===== src/bops_pkg.sv =====
`default_nettype none

package bops_pkg;

    // fixed field widths
    localparam int unsigned TIME_W   = 32;
    localparam int unsigned LEVEL_W  = 16;
    localparam int unsigned PHASE_W  = 32;
    localparam int unsigned HOLD_W   = 19;
    localparam int unsigned REFR_W   = 17;
    localparam int unsigned DT_W     = 17;
    localparam int unsigned RATE_W   = 20;
    localparam int unsigned GAIN_W   = 13;

    // gain divider widths: numerator 13h + 7r, denominator 5h
    localparam int unsigned DIV_NUM_W  = 24;
    localparam int unsigned DIV_DEN_W  = 22;
    // low numerator bits shifted in: 3 bits of the numerator, then 10 zero bits (times 1024)
    localparam int unsigned DIV_LOW_W  = 3;
    localparam int unsigned DIV_STEPS  = GAIN_W;
    localparam int unsigned DIV_CNT_W  = 4;

    // timing constants in microseconds
    localparam logic [REFR_W-1:0] REFRACTORY_US = 17'd120000;
    localparam logic [DT_W-1:0]   DT_MAX_US     = 17'd100000;
    localparam logic [TIME_W-1:0] DT_MIN_US     = 32'd10;
    localparam logic [TIME_W-1:0] DT_NEG_MIN    = 32'hFFFF_FFF7;
    localparam logic [HOLD_W-1:0] HOLD_FLOOR_US = 19'd1000;

    // gain of 1.0 in Q12
    localparam logic [GAIN_W-1:0] GAIN_ONE = 13'd4096;

    // register reset values
    localparam logic [HOLD_W-1:0]  HOLD_TIME_RST = 19'd150000;
    localparam logic [15:0]        THRESH_RST    = 16'd19661;
    localparam logic [RATE_W-1:0]  RATE_RST      = 20'd4295;

    // register map, one word apart
    typedef enum logic [1:0] {
        REG_SNAP_MODE  = 2'd0,
        REG_HOLD_TIME  = 2'd1,
        REG_THRESHOLD  = 2'd2,
        REG_PHASE_RATE = 2'd3
    } bops_reg_t;

    // request to the gain divider
    typedef struct packed {
        logic                 start;
        logic [DIV_NUM_W-1:0] num;
        logic [DIV_DEN_W-1:0] den;
    } bops_div_req_t;

    // status back from the gain divider
    typedef struct packed {
        logic busy;
        logic done;
    } bops_div_stat_t;

endpackage

`default_nettype wire


===== src/bops_gain_div.sv =====
`default_nettype none

// restoring divider, one quotient bit per cycle
// quotient = floor(num * 1024 / den), known to stay below 2^13
module bops_gain_div (
    input  wire logic                           aclk,
    input  wire logic                           aresetn,
    input  wire bops_pkg::bops_div_req_t        req,
    output bops_pkg::bops_div_stat_t            stat,
    output logic [bops_pkg::GAIN_W-1:0]         quot
);
    import bops_pkg::*;

    localparam int unsigned LOW_TOTAL = DIV_LOW_W + 10;

    logic [DIV_DEN_W-1:0] rem_reg;
    logic [DIV_DEN_W-1:0] den_reg;
    logic [LOW_TOTAL-1:0] low_reg;
    logic [GAIN_W-1:0]    quot_reg;
    logic [DIV_CNT_W-1:0] cnt_reg;
    logic                 busy_reg;
    logic                 done_reg;

    logic [DIV_DEN_W:0]   trial;
    logic                 take;
    logic [DIV_DEN_W:0]   diff;

    // trial subtract of the next partial remainder
    always_comb begin
        trial = {rem_reg, low_reg[LOW_TOTAL-1]};
        diff  = trial - {1'b0, den_reg};
        take  = trial >= {1'b0, den_reg};
    end

    always_ff @(posedge aclk) begin
        if (!aresetn) begin
            busy_reg <= 1'b0;
            done_reg <= 1'b0;
            cnt_reg  <= '0;
        end else begin
            done_reg <= 1'b0;
            if (req.start) begin
                // upper numerator bits start below the divisor
                rem_reg  <= {1'b0, req.num[DIV_NUM_W-1:DIV_LOW_W]};
                low_reg  <= {req.num[DIV_LOW_W-1:0], 10'd0};
                den_reg  <= req.den;
                quot_reg <= '0;
                cnt_reg  <= DIV_CNT_W'(DIV_STEPS);
                busy_reg <= 1'b1;
            end else if (busy_reg) begin
                rem_reg  <= take ? diff[DIV_DEN_W-1:0] : trial[DIV_DEN_W-1:0];
                low_reg  <= {low_reg[LOW_TOTAL-2:0], 1'b0};
                quot_reg <= {quot_reg[GAIN_W-2:0], take};
                cnt_reg  <= cnt_reg - 1'b1;
                if (cnt_reg == DIV_CNT_W'(1)) begin
                    busy_reg <= 1'b0;
                    done_reg <= 1'b1;
                end
            end
        end
    end

    assign stat.busy = busy_reg;
    assign stat.done = done_reg;
    assign quot      = quot_reg;

endmodule

`default_nettype wire


===== src/beat_onset_phase_snap_top.sv =====
`default_nettype none

// Beat onset phase snap. Each input beat carries a microsecond timestamp and an onset
// level; the block steps a wrapping 32-bit phase by dt * phase_rate, smooths the onset,
// fires a beat past the threshold once the 120 ms refractory time has run out, then holds
// a frozen or half-cycle-shifted phase for hold_time_us. One result beat per input beat.
// The 17-step shift-add multiplier for the phase advance and the 13-step restoring divider
// for the pulse gain run in turn between one input accept and the next. A beat other than
// the first whose time step is under 10 us in either direction skips the multiplier, and
// a result outside a hold skips the divider.
// A new input beat is taken while the previous result still waits at the output register.
module beat_onset_phase_snap_top (
    input  wire logic        aclk,
    input  wire logic        aresetn,
    // input stream
    input  wire logic        s_tvalid,
    output logic             s_tready,
    input  wire logic [47:0] s_tdata,   // [31:0] time_us, [47:32] onset_level
    // result stream
    output logic             m_tvalid,
    input  wire logic        m_tready,
    output logic [31:0]      m_tdata,   // [15:0] phase_out, [16] holding_flag,
                                        // [17] beat_fired, [30:18] pulse_gain, [31] zero
    // configuration
    input  wire logic        psel,
    input  wire logic        penable,
    input  wire logic        pwrite,
    input  wire logic [3:0]  paddr,
    input  wire logic [31:0] pwdata,
    output logic [31:0]      prdata,
    output logic             pready
);
    import bops_pkg::*;

    typedef enum logic [2:0] {
        ST_IDLE,
        ST_STEP,
        ST_MUL,
        ST_UPD,
        ST_GAIN,
        ST_DIV,
        ST_OUT
    } state_t;

    localparam int unsigned MUL_CNT_W = 5;

    state_t state_reg;

    // configuration registers
    logic              snap_mode_reg;
    logic [HOLD_W-1:0] hold_time_reg;
    logic [15:0]       threshold_reg;
    logic [RATE_W-1:0] phase_rate_reg;

    // tracker state
    logic [TIME_W-1:0]  last_time_reg;
    logic               first_tick_reg;
    logic [PHASE_W-1:0] running_phase_reg;
    logic [PHASE_W-1:0] snapped_phase_reg;
    logic [LEVEL_W-1:0] smoothed_reg;
    logic [REFR_W-1:0]  refractory_reg;
    logic [HOLD_W-1:0]  hold_left_reg;
    logic               holding_reg;

    // per-beat working registers
    logic [TIME_W-1:0]  time_reg;
    logic [LEVEL_W-1:0] level_reg;
    logic [DT_W-1:0]    dt_reg;
    logic               fired_reg;
    logic [GAIN_W-1:0]  gain_reg;

    // shift-add multiplier
    logic [PHASE_W-1:0]   mul_cand_reg;
    logic [DT_W-1:0]      mul_plier_reg;
    logic [PHASE_W-1:0]   prod_reg;
    logic [MUL_CNT_W-1:0] mul_cnt_reg;

    // output register
    logic        m_tvalid_reg;
    logic [31:0] m_tdata_reg;
    logic        out_load;

    logic cfg_wr;

    // step decode
    logic [TIME_W-1:0]  d_step;
    logic               tiny_step;
    logic [DT_W-1:0]    dt_step;
    logic [LEVEL_W:0]   level_sum;

    // update decode
    logic [PHASE_W-1:0] phase_next;
    logic [REFR_W-1:0]  refr_dec;
    logic               fire;
    logic [HOLD_W-1:0]  hold_base;
    logic               hold_active;
    logic [HOLD_W-1:0]  hold_next;

    // gain operands
    logic [HOLD_W-1:0]    gain_h;
    logic [HOLD_W-1:0]    gain_r;
    logic [DIV_NUM_W-1:0] h_num;
    logic [DIV_NUM_W-1:0] r_num;
    logic [DIV_DEN_W-1:0] h_den;

    bops_div_req_t  div_req;
    bops_div_stat_t div_stat;
    logic [GAIN_W-1:0] div_quot;

    // register access
    assign pready = 1'b1;
    assign cfg_wr = psel && penable && pwrite && pready;

    always_comb begin
        prdata = '0;
        unique case (bops_reg_t'(paddr[3:2]))
            REG_SNAP_MODE:  prdata = {31'd0, snap_mode_reg};
            REG_HOLD_TIME:  prdata = {13'd0, hold_time_reg};
            REG_THRESHOLD:  prdata = {16'd0, threshold_reg};
            REG_PHASE_RATE: prdata = {12'd0, phase_rate_reg};
            default:        prdata = '0;
        endcase
    end

    // time step, clamped, with the tiny-step test
    always_comb begin
        d_step    = time_reg - last_time_reg;
        tiny_step = !first_tick_reg && (d_step < DT_MIN_US || d_step >= DT_NEG_MIN);
        if (first_tick_reg || d_step[TIME_W-1]) begin
            dt_step = '0;
        end else if (d_step > {15'd0, DT_MAX_US}) begin
            dt_step = DT_MAX_US;
        end else begin
            dt_step = d_step[DT_W-1:0];
        end
        level_sum = {1'b0, smoothed_reg} + {1'b0, level_reg};
    end

    // phase, refractory, beat and hold for this beat
    always_comb begin
        phase_next  = running_phase_reg + prod_reg;
        refr_dec    = (refractory_reg > dt_reg) ? refractory_reg - dt_reg : '0;
        fire        = (refr_dec == '0) && (smoothed_reg >= threshold_reg);
        hold_base   = fire ? hold_time_reg : hold_left_reg;
        hold_active = fire || holding_reg;
        hold_next   = (hold_base > {2'd0, dt_reg}) ? hold_base - {2'd0, dt_reg} : '0;
    end

    // gain = 1024 * (13h + 7r) / (5h)
    always_comb begin
        gain_h = (hold_time_reg < HOLD_FLOOR_US) ? HOLD_FLOOR_US : hold_time_reg;
        gain_r = (hold_left_reg < gain_h) ? hold_left_reg : gain_h;
        h_num  = {5'd0, gain_h};
        r_num  = {5'd0, gain_r};
        h_den  = {3'd0, gain_h};
        div_req.start = (state_reg == ST_GAIN) && holding_reg;
        div_req.num   = (h_num << 3) + (h_num << 2) + h_num + (r_num << 3) - r_num;
        div_req.den   = (h_den << 2) + h_den;
    end

    bops_gain_div u_gain_div (
        .aclk    (aclk),
        .aresetn (aresetn),
        .req     (div_req),
        .stat    (div_stat),
        .quot    (div_quot)
    );

    // result goes out once the output register is free or being emptied
    assign out_load = (state_reg == ST_OUT) && (!m_tvalid_reg || m_tready);

    // sequencer and all registers
    always_ff @(posedge aclk) begin
        if (!aresetn) begin
            state_reg         <= ST_IDLE;
            snap_mode_reg     <= 1'b0;
            hold_time_reg     <= HOLD_TIME_RST;
            threshold_reg     <= THRESH_RST;
            phase_rate_reg    <= RATE_RST;
            last_time_reg     <= '0;
            first_tick_reg    <= 1'b1;
            running_phase_reg <= '0;
            snapped_phase_reg <= '0;
            smoothed_reg      <= '0;
            refractory_reg    <= '0;
            hold_left_reg     <= '0;
            holding_reg       <= 1'b0;
            fired_reg         <= 1'b0;
            mul_cnt_reg       <= '0;
            m_tvalid_reg      <= 1'b0;
        end else begin
            if (cfg_wr) begin
                unique case (bops_reg_t'(paddr[3:2]))
                    REG_SNAP_MODE:  snap_mode_reg  <= pwdata[0];
                    REG_HOLD_TIME:  hold_time_reg  <= pwdata[HOLD_W-1:0];
                    REG_THRESHOLD:  threshold_reg  <= pwdata[15:0];
                    REG_PHASE_RATE: phase_rate_reg <= pwdata[RATE_W-1:0];
                    default:        ;
                endcase
            end

            // output valid: load a new beat or retire the accepted one
            if (out_load) begin
                m_tvalid_reg <= 1'b1;
            end else if (m_tvalid_reg && m_tready) begin
                m_tvalid_reg <= 1'b0;
            end

            unique case (state_reg)
                ST_IDLE: begin
                    if (s_tvalid) begin
                        time_reg  <= s_tdata[31:0];
                        level_reg <= s_tdata[47:32];
                        fired_reg <= 1'b0;
                        state_reg <= ST_STEP;
                    end
                end
                ST_STEP: begin
                    if (tiny_step) begin
                        state_reg <= ST_GAIN;
                    end else begin
                        first_tick_reg <= 1'b0;
                        last_time_reg  <= time_reg;
                        smoothed_reg   <= level_sum[LEVEL_W:1];
                        dt_reg         <= dt_step;
                        mul_cand_reg   <= {12'd0, phase_rate_reg};
                        mul_plier_reg  <= dt_step;
                        prod_reg       <= '0;
                        mul_cnt_reg    <= MUL_CNT_W'(DT_W);
                        state_reg      <= ST_MUL;
                    end
                end
                ST_MUL: begin
                    // one multiplier bit of dt per cycle
                    if (mul_plier_reg[0]) begin
                        prod_reg <= prod_reg + mul_cand_reg;
                    end
                    mul_cand_reg  <= {mul_cand_reg[PHASE_W-2:0], 1'b0};
                    mul_plier_reg <= {1'b0, mul_plier_reg[DT_W-1:1]};
                    mul_cnt_reg   <= mul_cnt_reg - 1'b1;
                    if (mul_cnt_reg == MUL_CNT_W'(1)) begin
                        state_reg <= ST_UPD;
                    end
                end
                ST_UPD: begin
                    running_phase_reg <= phase_next;
                    refractory_reg    <= fire ? REFRACTORY_US : refr_dec;
                    fired_reg         <= fire;
                    if (fire) begin
                        snapped_phase_reg <= snap_mode_reg ?
                            {~phase_next[PHASE_W-1], phase_next[PHASE_W-2:0]} : phase_next;
                    end
                    if (hold_active) begin
                        hold_left_reg <= hold_next;
                        holding_reg   <= (hold_next != '0);
                    end
                    state_reg <= ST_GAIN;
                end
                ST_GAIN: begin
                    if (holding_reg) begin
                        state_reg <= ST_DIV;
                    end else begin
                        gain_reg  <= GAIN_ONE;
                        state_reg <= ST_OUT;
                    end
                end
                ST_DIV: begin
                    if (div_stat.done) begin
                        gain_reg  <= div_quot;
                        state_reg <= ST_OUT;
                    end
                end
                ST_OUT: begin
                    if (out_load) begin
                        m_tdata_reg  <= {1'b0, gain_reg, fired_reg, holding_reg,
                                         holding_reg ? snapped_phase_reg[PHASE_W-1:16]
                                                     : running_phase_reg[PHASE_W-1:16]};
                        state_reg    <= ST_IDLE;
                    end
                end
                default: begin
                    state_reg <= ST_IDLE;
                end
            endcase
        end
    end

    assign s_tready = (state_reg == ST_IDLE);
    assign m_tvalid = m_tvalid_reg;
    assign m_tdata  = m_tdata_reg;

`ifndef SYNTHESIS
    // a hold never sits at zero time left
    a_hold_nonzero: assert property (@(posedge aclk) disable iff (!aresetn)
        holding_reg |-> (hold_left_reg != '0))
        else $error("holding with no hold time left");

    // refractory timer never exceeds its load value
    a_refr_range: assert property (@(posedge aclk) disable iff (!aresetn)
        refractory_reg <= REFRACTORY_US)
        else $error("refractory timer out of range");

    // gain is 1.0 outside a hold and within range inside one
    a_gain_idle: assert property (@(posedge aclk) disable iff (!aresetn)
        (m_tvalid && !m_tdata[16]) |-> (m_tdata[30:18] == GAIN_ONE))
        else $error("gain not unity outside a hold");

    a_gain_range: assert property (@(posedge aclk) disable iff (!aresetn)
        m_tvalid |-> (m_tdata[30:18] >= 13'd2662 && m_tdata[30:18] <= GAIN_ONE))
        else $error("gain out of range");

    // one beat in flight: no new input right after an accept
    a_one_item: assert property (@(posedge aclk) disable iff (!aresetn)
        (s_tvalid && s_tready) |=> !s_tready)
        else $error("input taken while a beat is in flight");

    // divider only runs while the sequencer waits for it
    a_div_wait: assert property (@(posedge aclk) disable iff (!aresetn)
        div_stat.busy |-> (state_reg == ST_DIV))
        else $error("divider busy outside its wait state");
`endif

endmodule

`default_nettype wire

===== config.mk =====
export PLATFORM = sky130hd
export DESIGN_NAME = beat_onset_phase_snap_top
export DESIGN_NICKNAME = d
export VERILOG_FILES = /design/src/bops_pkg.sv /design/src/bops_gain_div.sv /design/src/beat_onset_phase_snap_top.sv
export SDC_FILE = /design/constraint.sdc
export NUM_CORES = 1
export LEC_CHECK = 0
export BUFFER_PORTS_ARGS = -buffer_cell sky130_fd_sc_hd__buf_4
export CORE_ASPECT_RATIO = 0.8
export CORE_MARGIN = 5
export CORE_UTILIZATION = 65
export DETAILED_ROUTE_END_ITERATION = 6
export GPL_ROUTABILITY_DRIVEN = 1
export GPL_TIMING_DRIVEN = 0
export PLACE_DENSITY = 0.84
export SLEW_MARGIN = 10
export SYNTH_ARGS = -nofsm -noshare
export SYNTH_HDL_FRONTEND = slang
export SYNTH_SLANG_ARGS = --single-unit

===== constraint.sdc =====
create_clock -name aclk -period 17.9 [get_ports aclk]
set_clock_uncertainty 0.2 [all_clocks]
set_input_delay 3.58 -clock aclk [delete_from_list [all_inputs] [get_ports aclk]]
set_output_delay 3.58 -clock aclk [all_outputs]
set_load 0.05 [all_outputs]

==> key figures <==
Clock tree
  – CTS max path bufs: 3
  – CTS tree: done
  – CTS resizes: 0
  – # Post-CTS Setup Buffers: 0
  – # hold bufs at CTS: 0
  – Worst-path clk slew: 70 ps
  – Root Driver: clkbuf_16
  – CTS buffer count: 47
  – Worst-Skew Late Latency: 610 ps
  – Clk sinks: 456
  – Htree depth: 2

Final layout
  – Antenna diode count: 0
  – Most frequent cells in the layout: nand2_1 (393), inv_1 (266), ha_1 (253), a21oi_1 (250), edfxtp_1 (250)
  – Share of layout cells above drive strength 1: 0.08932
  – Final core utilization: 0.7366
  – Commonest non-fill, non-tap cell in the layout: nand2_1
  – Nets: 3914
  – Syn-to-layout area delta: 11.71%
  – Fillers: 3311

Timing
  – Worst rel slew slack: 0.1767
  – Minimum clock period after layout: 10420 ps
  – Worst Max-Slew Pin Slew: 1227 ps
  – Fmax: 95.97 MHz
  – Setup violations, final: 0
  – RSZ-0062 raised after global routing: no
  – Slew Viols, Final: 0
  – Setup tns final: 0 ps
  – Fraction of the cycle the final worst path needs: 0.5821
  – Post-route worst setup slack: 7481 ps
  – Hold Vio Cnt, Final: 0

Power
  – Tot Pwr: 0.003725 W
  – Reg power frac: 0.353
  – Pwr/cell area: 110.2 mW/mm2
  – Clock power share: 0.276
  – Power share of the combinational group: 0.371
  – Worst VDD drop: 92.83 uV
  – Switch Pwr: 0.001398 W
  – Switching portion of total power: 0.3752
  – Leak pwr: 14.24 nW
  – Int Pwr: 0.002327 W

Yosys
  – Yosys top cell area share: 0.2481
  – Post-synth EDFFs: 250
  – Synth Instances: 3314
  – Cell Area, Synth: 0.03026 mm2
  – Yosys warnings: 0
  – Top cells by area, synth: edfxtp_1 (25%), dfxtp_1 (14%), ha_1 (10%), nand2_1 (4.9%), a21oi_1 (4.1%)
  – Leading area contributor after synthesis: edfxtp_1
  – Register area share after synthesis: 0.3844
  – Async set or reset register ratio after synthesis: 0
  – Post-synth top flop: edfxtp_1
  – Seq cells post-synth: 456
  – Syn avg cell area: 9.131 um2
  – Netlist cell types: 82

Worst hold path
  – Hold path depth: 0
  – Hold crit path type: flip-flop to flip-flop

Drt
  – DRC errors left: 0
  – Routed WL per cell: 21.11 um
  – DRT Pass-1 Iters: 6
  – Number of DRC markers in iteration 0: 2592
  – Via density: 6.316
  – Final wirelength: 87820 um
  – Vias: 26280
  – Post-route ant nets: 0

Floorplan
  – # IOs: 158
  – Initial core utilization: 0.6594
  – Row count: 70
  – Area of the core: 0.04589 mm2
  – Die Height: 203.0 um
  – Die ar.: 0.05100 mm2
  – Die width: 251.2 um

Global routing
  – First-pass GRT wire length: 138600 um
  – Maximum number of pins on one net before global-route repair: 33
  – GRT Util Overall: 0.3361
  – Initial antenna violation count: 1
  – Total grt overflow: 0
  – Number of global-route vias before repair: 25660

Placement
  – Pre-CTS setup slack: 7686 ps
  – Post-DP HPWL: 67750 um
  – Final GP Congestion: 0.9802
  – Port Buffers: 128

Setup path
  – WP buf/inv: 6
  – Critical path depth: 35
  – Crit path max-delay family: compound AO/OA/AOI/OAI gates
  – CP Data Required Time: 18010 ps
  – Critical Path AT: 10530 ps
  – CP Class: flip-flop to flip-flop
  – CP endpoint kind: flip-flop
  – Crit start category: flip-flop
  – Crit Path Max Fanout: 10
  – Reg2reg path depth: 35
  – Critical path's slowest cell: clkbuf_1
  – Delay of the slowest critical-path stage: 640 ps

Outcome
  – Run status: finished, final reports clean

Run
  – Max-cap violation count: 0
## Yosys cell counts, types with 38 or more instances
cell type	instances
a21oi_1	250
a21o_1	71
fa_1	60
xnor2_1	100
xor2_1	63
inv_1	266
o21ai_0	175
dfxtp_1	206
edfxtp_1	250
nor2_1	204
ha_1	253
nand3_1	104
nor2b_1	38
and3_1	39
clkbuf_1	116
nor3_1	65
nand2_1	393
nand2b_1	44
mux2_2	40
mux2i_1	42
o31ai_1	41
## power by group through the flow
stage | combinational, W | sequential [W] | clock (W)
after global placement | 0.00127 | 0.00133 | 0
final | 0.00138 | 0.00131 | 0.00103
after detailed placement | 0.00134 | 0.00133 | 0
after CTS | 0.00135 | 0.00131 | 0.00102
after global routing | 0.00152 | 0.00132 | 0.00107
after floorplan | 0.000995 | 0.00131 | 0
## area by class of cell
class                      count  area (um2)  share of cell area
buffer                       152       651.9             0.01928
clock buffer                  66        1329             0.03931
clock inverter                22       256.5            0.007587
sequential                   456       11630              0.3441
inverter                     267        1002             0.02965
tap                          612       765.7             0.02265
timing repair buffer         135        1096             0.03242
multi-input combinational   2451       17070              0.5051
## kinds of logic (layout without fill, tap and decap cells)
kind of cell	after synthesis	count (layout)	synth area share
AOI/OAI and AO/OA	832	832	0.1771
xor gates and xnor gates	163	163	0.04718
adders and majority gates	313	313	0.1443
buffers and inverters	419	642	0.05462
DFF	456	456	0.3844
muxes	84	84	0.02998
other	2	14	0.0002482
and+or+nand+nor	1045	1045	0.1622
## routing by layer
| layer | vias to the layer above | track usage | wire length, um |
|---|---|---|---|
| met5 | - | 0 | 0 |
| li1 | 12190 | - | - |
| met4 | 0 | 0.1198 | 3449 |
| met2 | 1376 | 0.5267 | 38780 |
| met3 | 228 | 0.06148 | 8742 |
| met1 | 12490 | 0.4723 | 36850 |
## stage by stage
stage	area, um2	hold slack (ps)	cells
after global routing	33810	230.6	4161
after global placement	32030	203.7	4066
after detailed placement	32210	209.7	4073
final	33810	221.7	4161
after floorplan	30310	200.3	3326
after CTS	33800	221.9	4161
## final timing paths
check,startpoint,end,slack [ps]
worst min-delay path,gain_reg[12]$_SDFFCE_PP1P_,m_tdata[30]$_DFFE_PP_,220
worst max-delay path,hold_time_reg[17]$_SDFFE_PN1P_,u_gain_div.rem_reg[20]$_DFFE_PP_,7480
worst min register to register,gain_reg[12]$_SDFFCE_PP1P_,m_tdata[30]$_DFFE_PP_,220
worst max register to register,hold_time_reg[17]$_SDFFE_PN1P_,u_gain_div.rem_reg[20]$_DFFE_PP_,7480
Power figures use the tool's default switching activity.
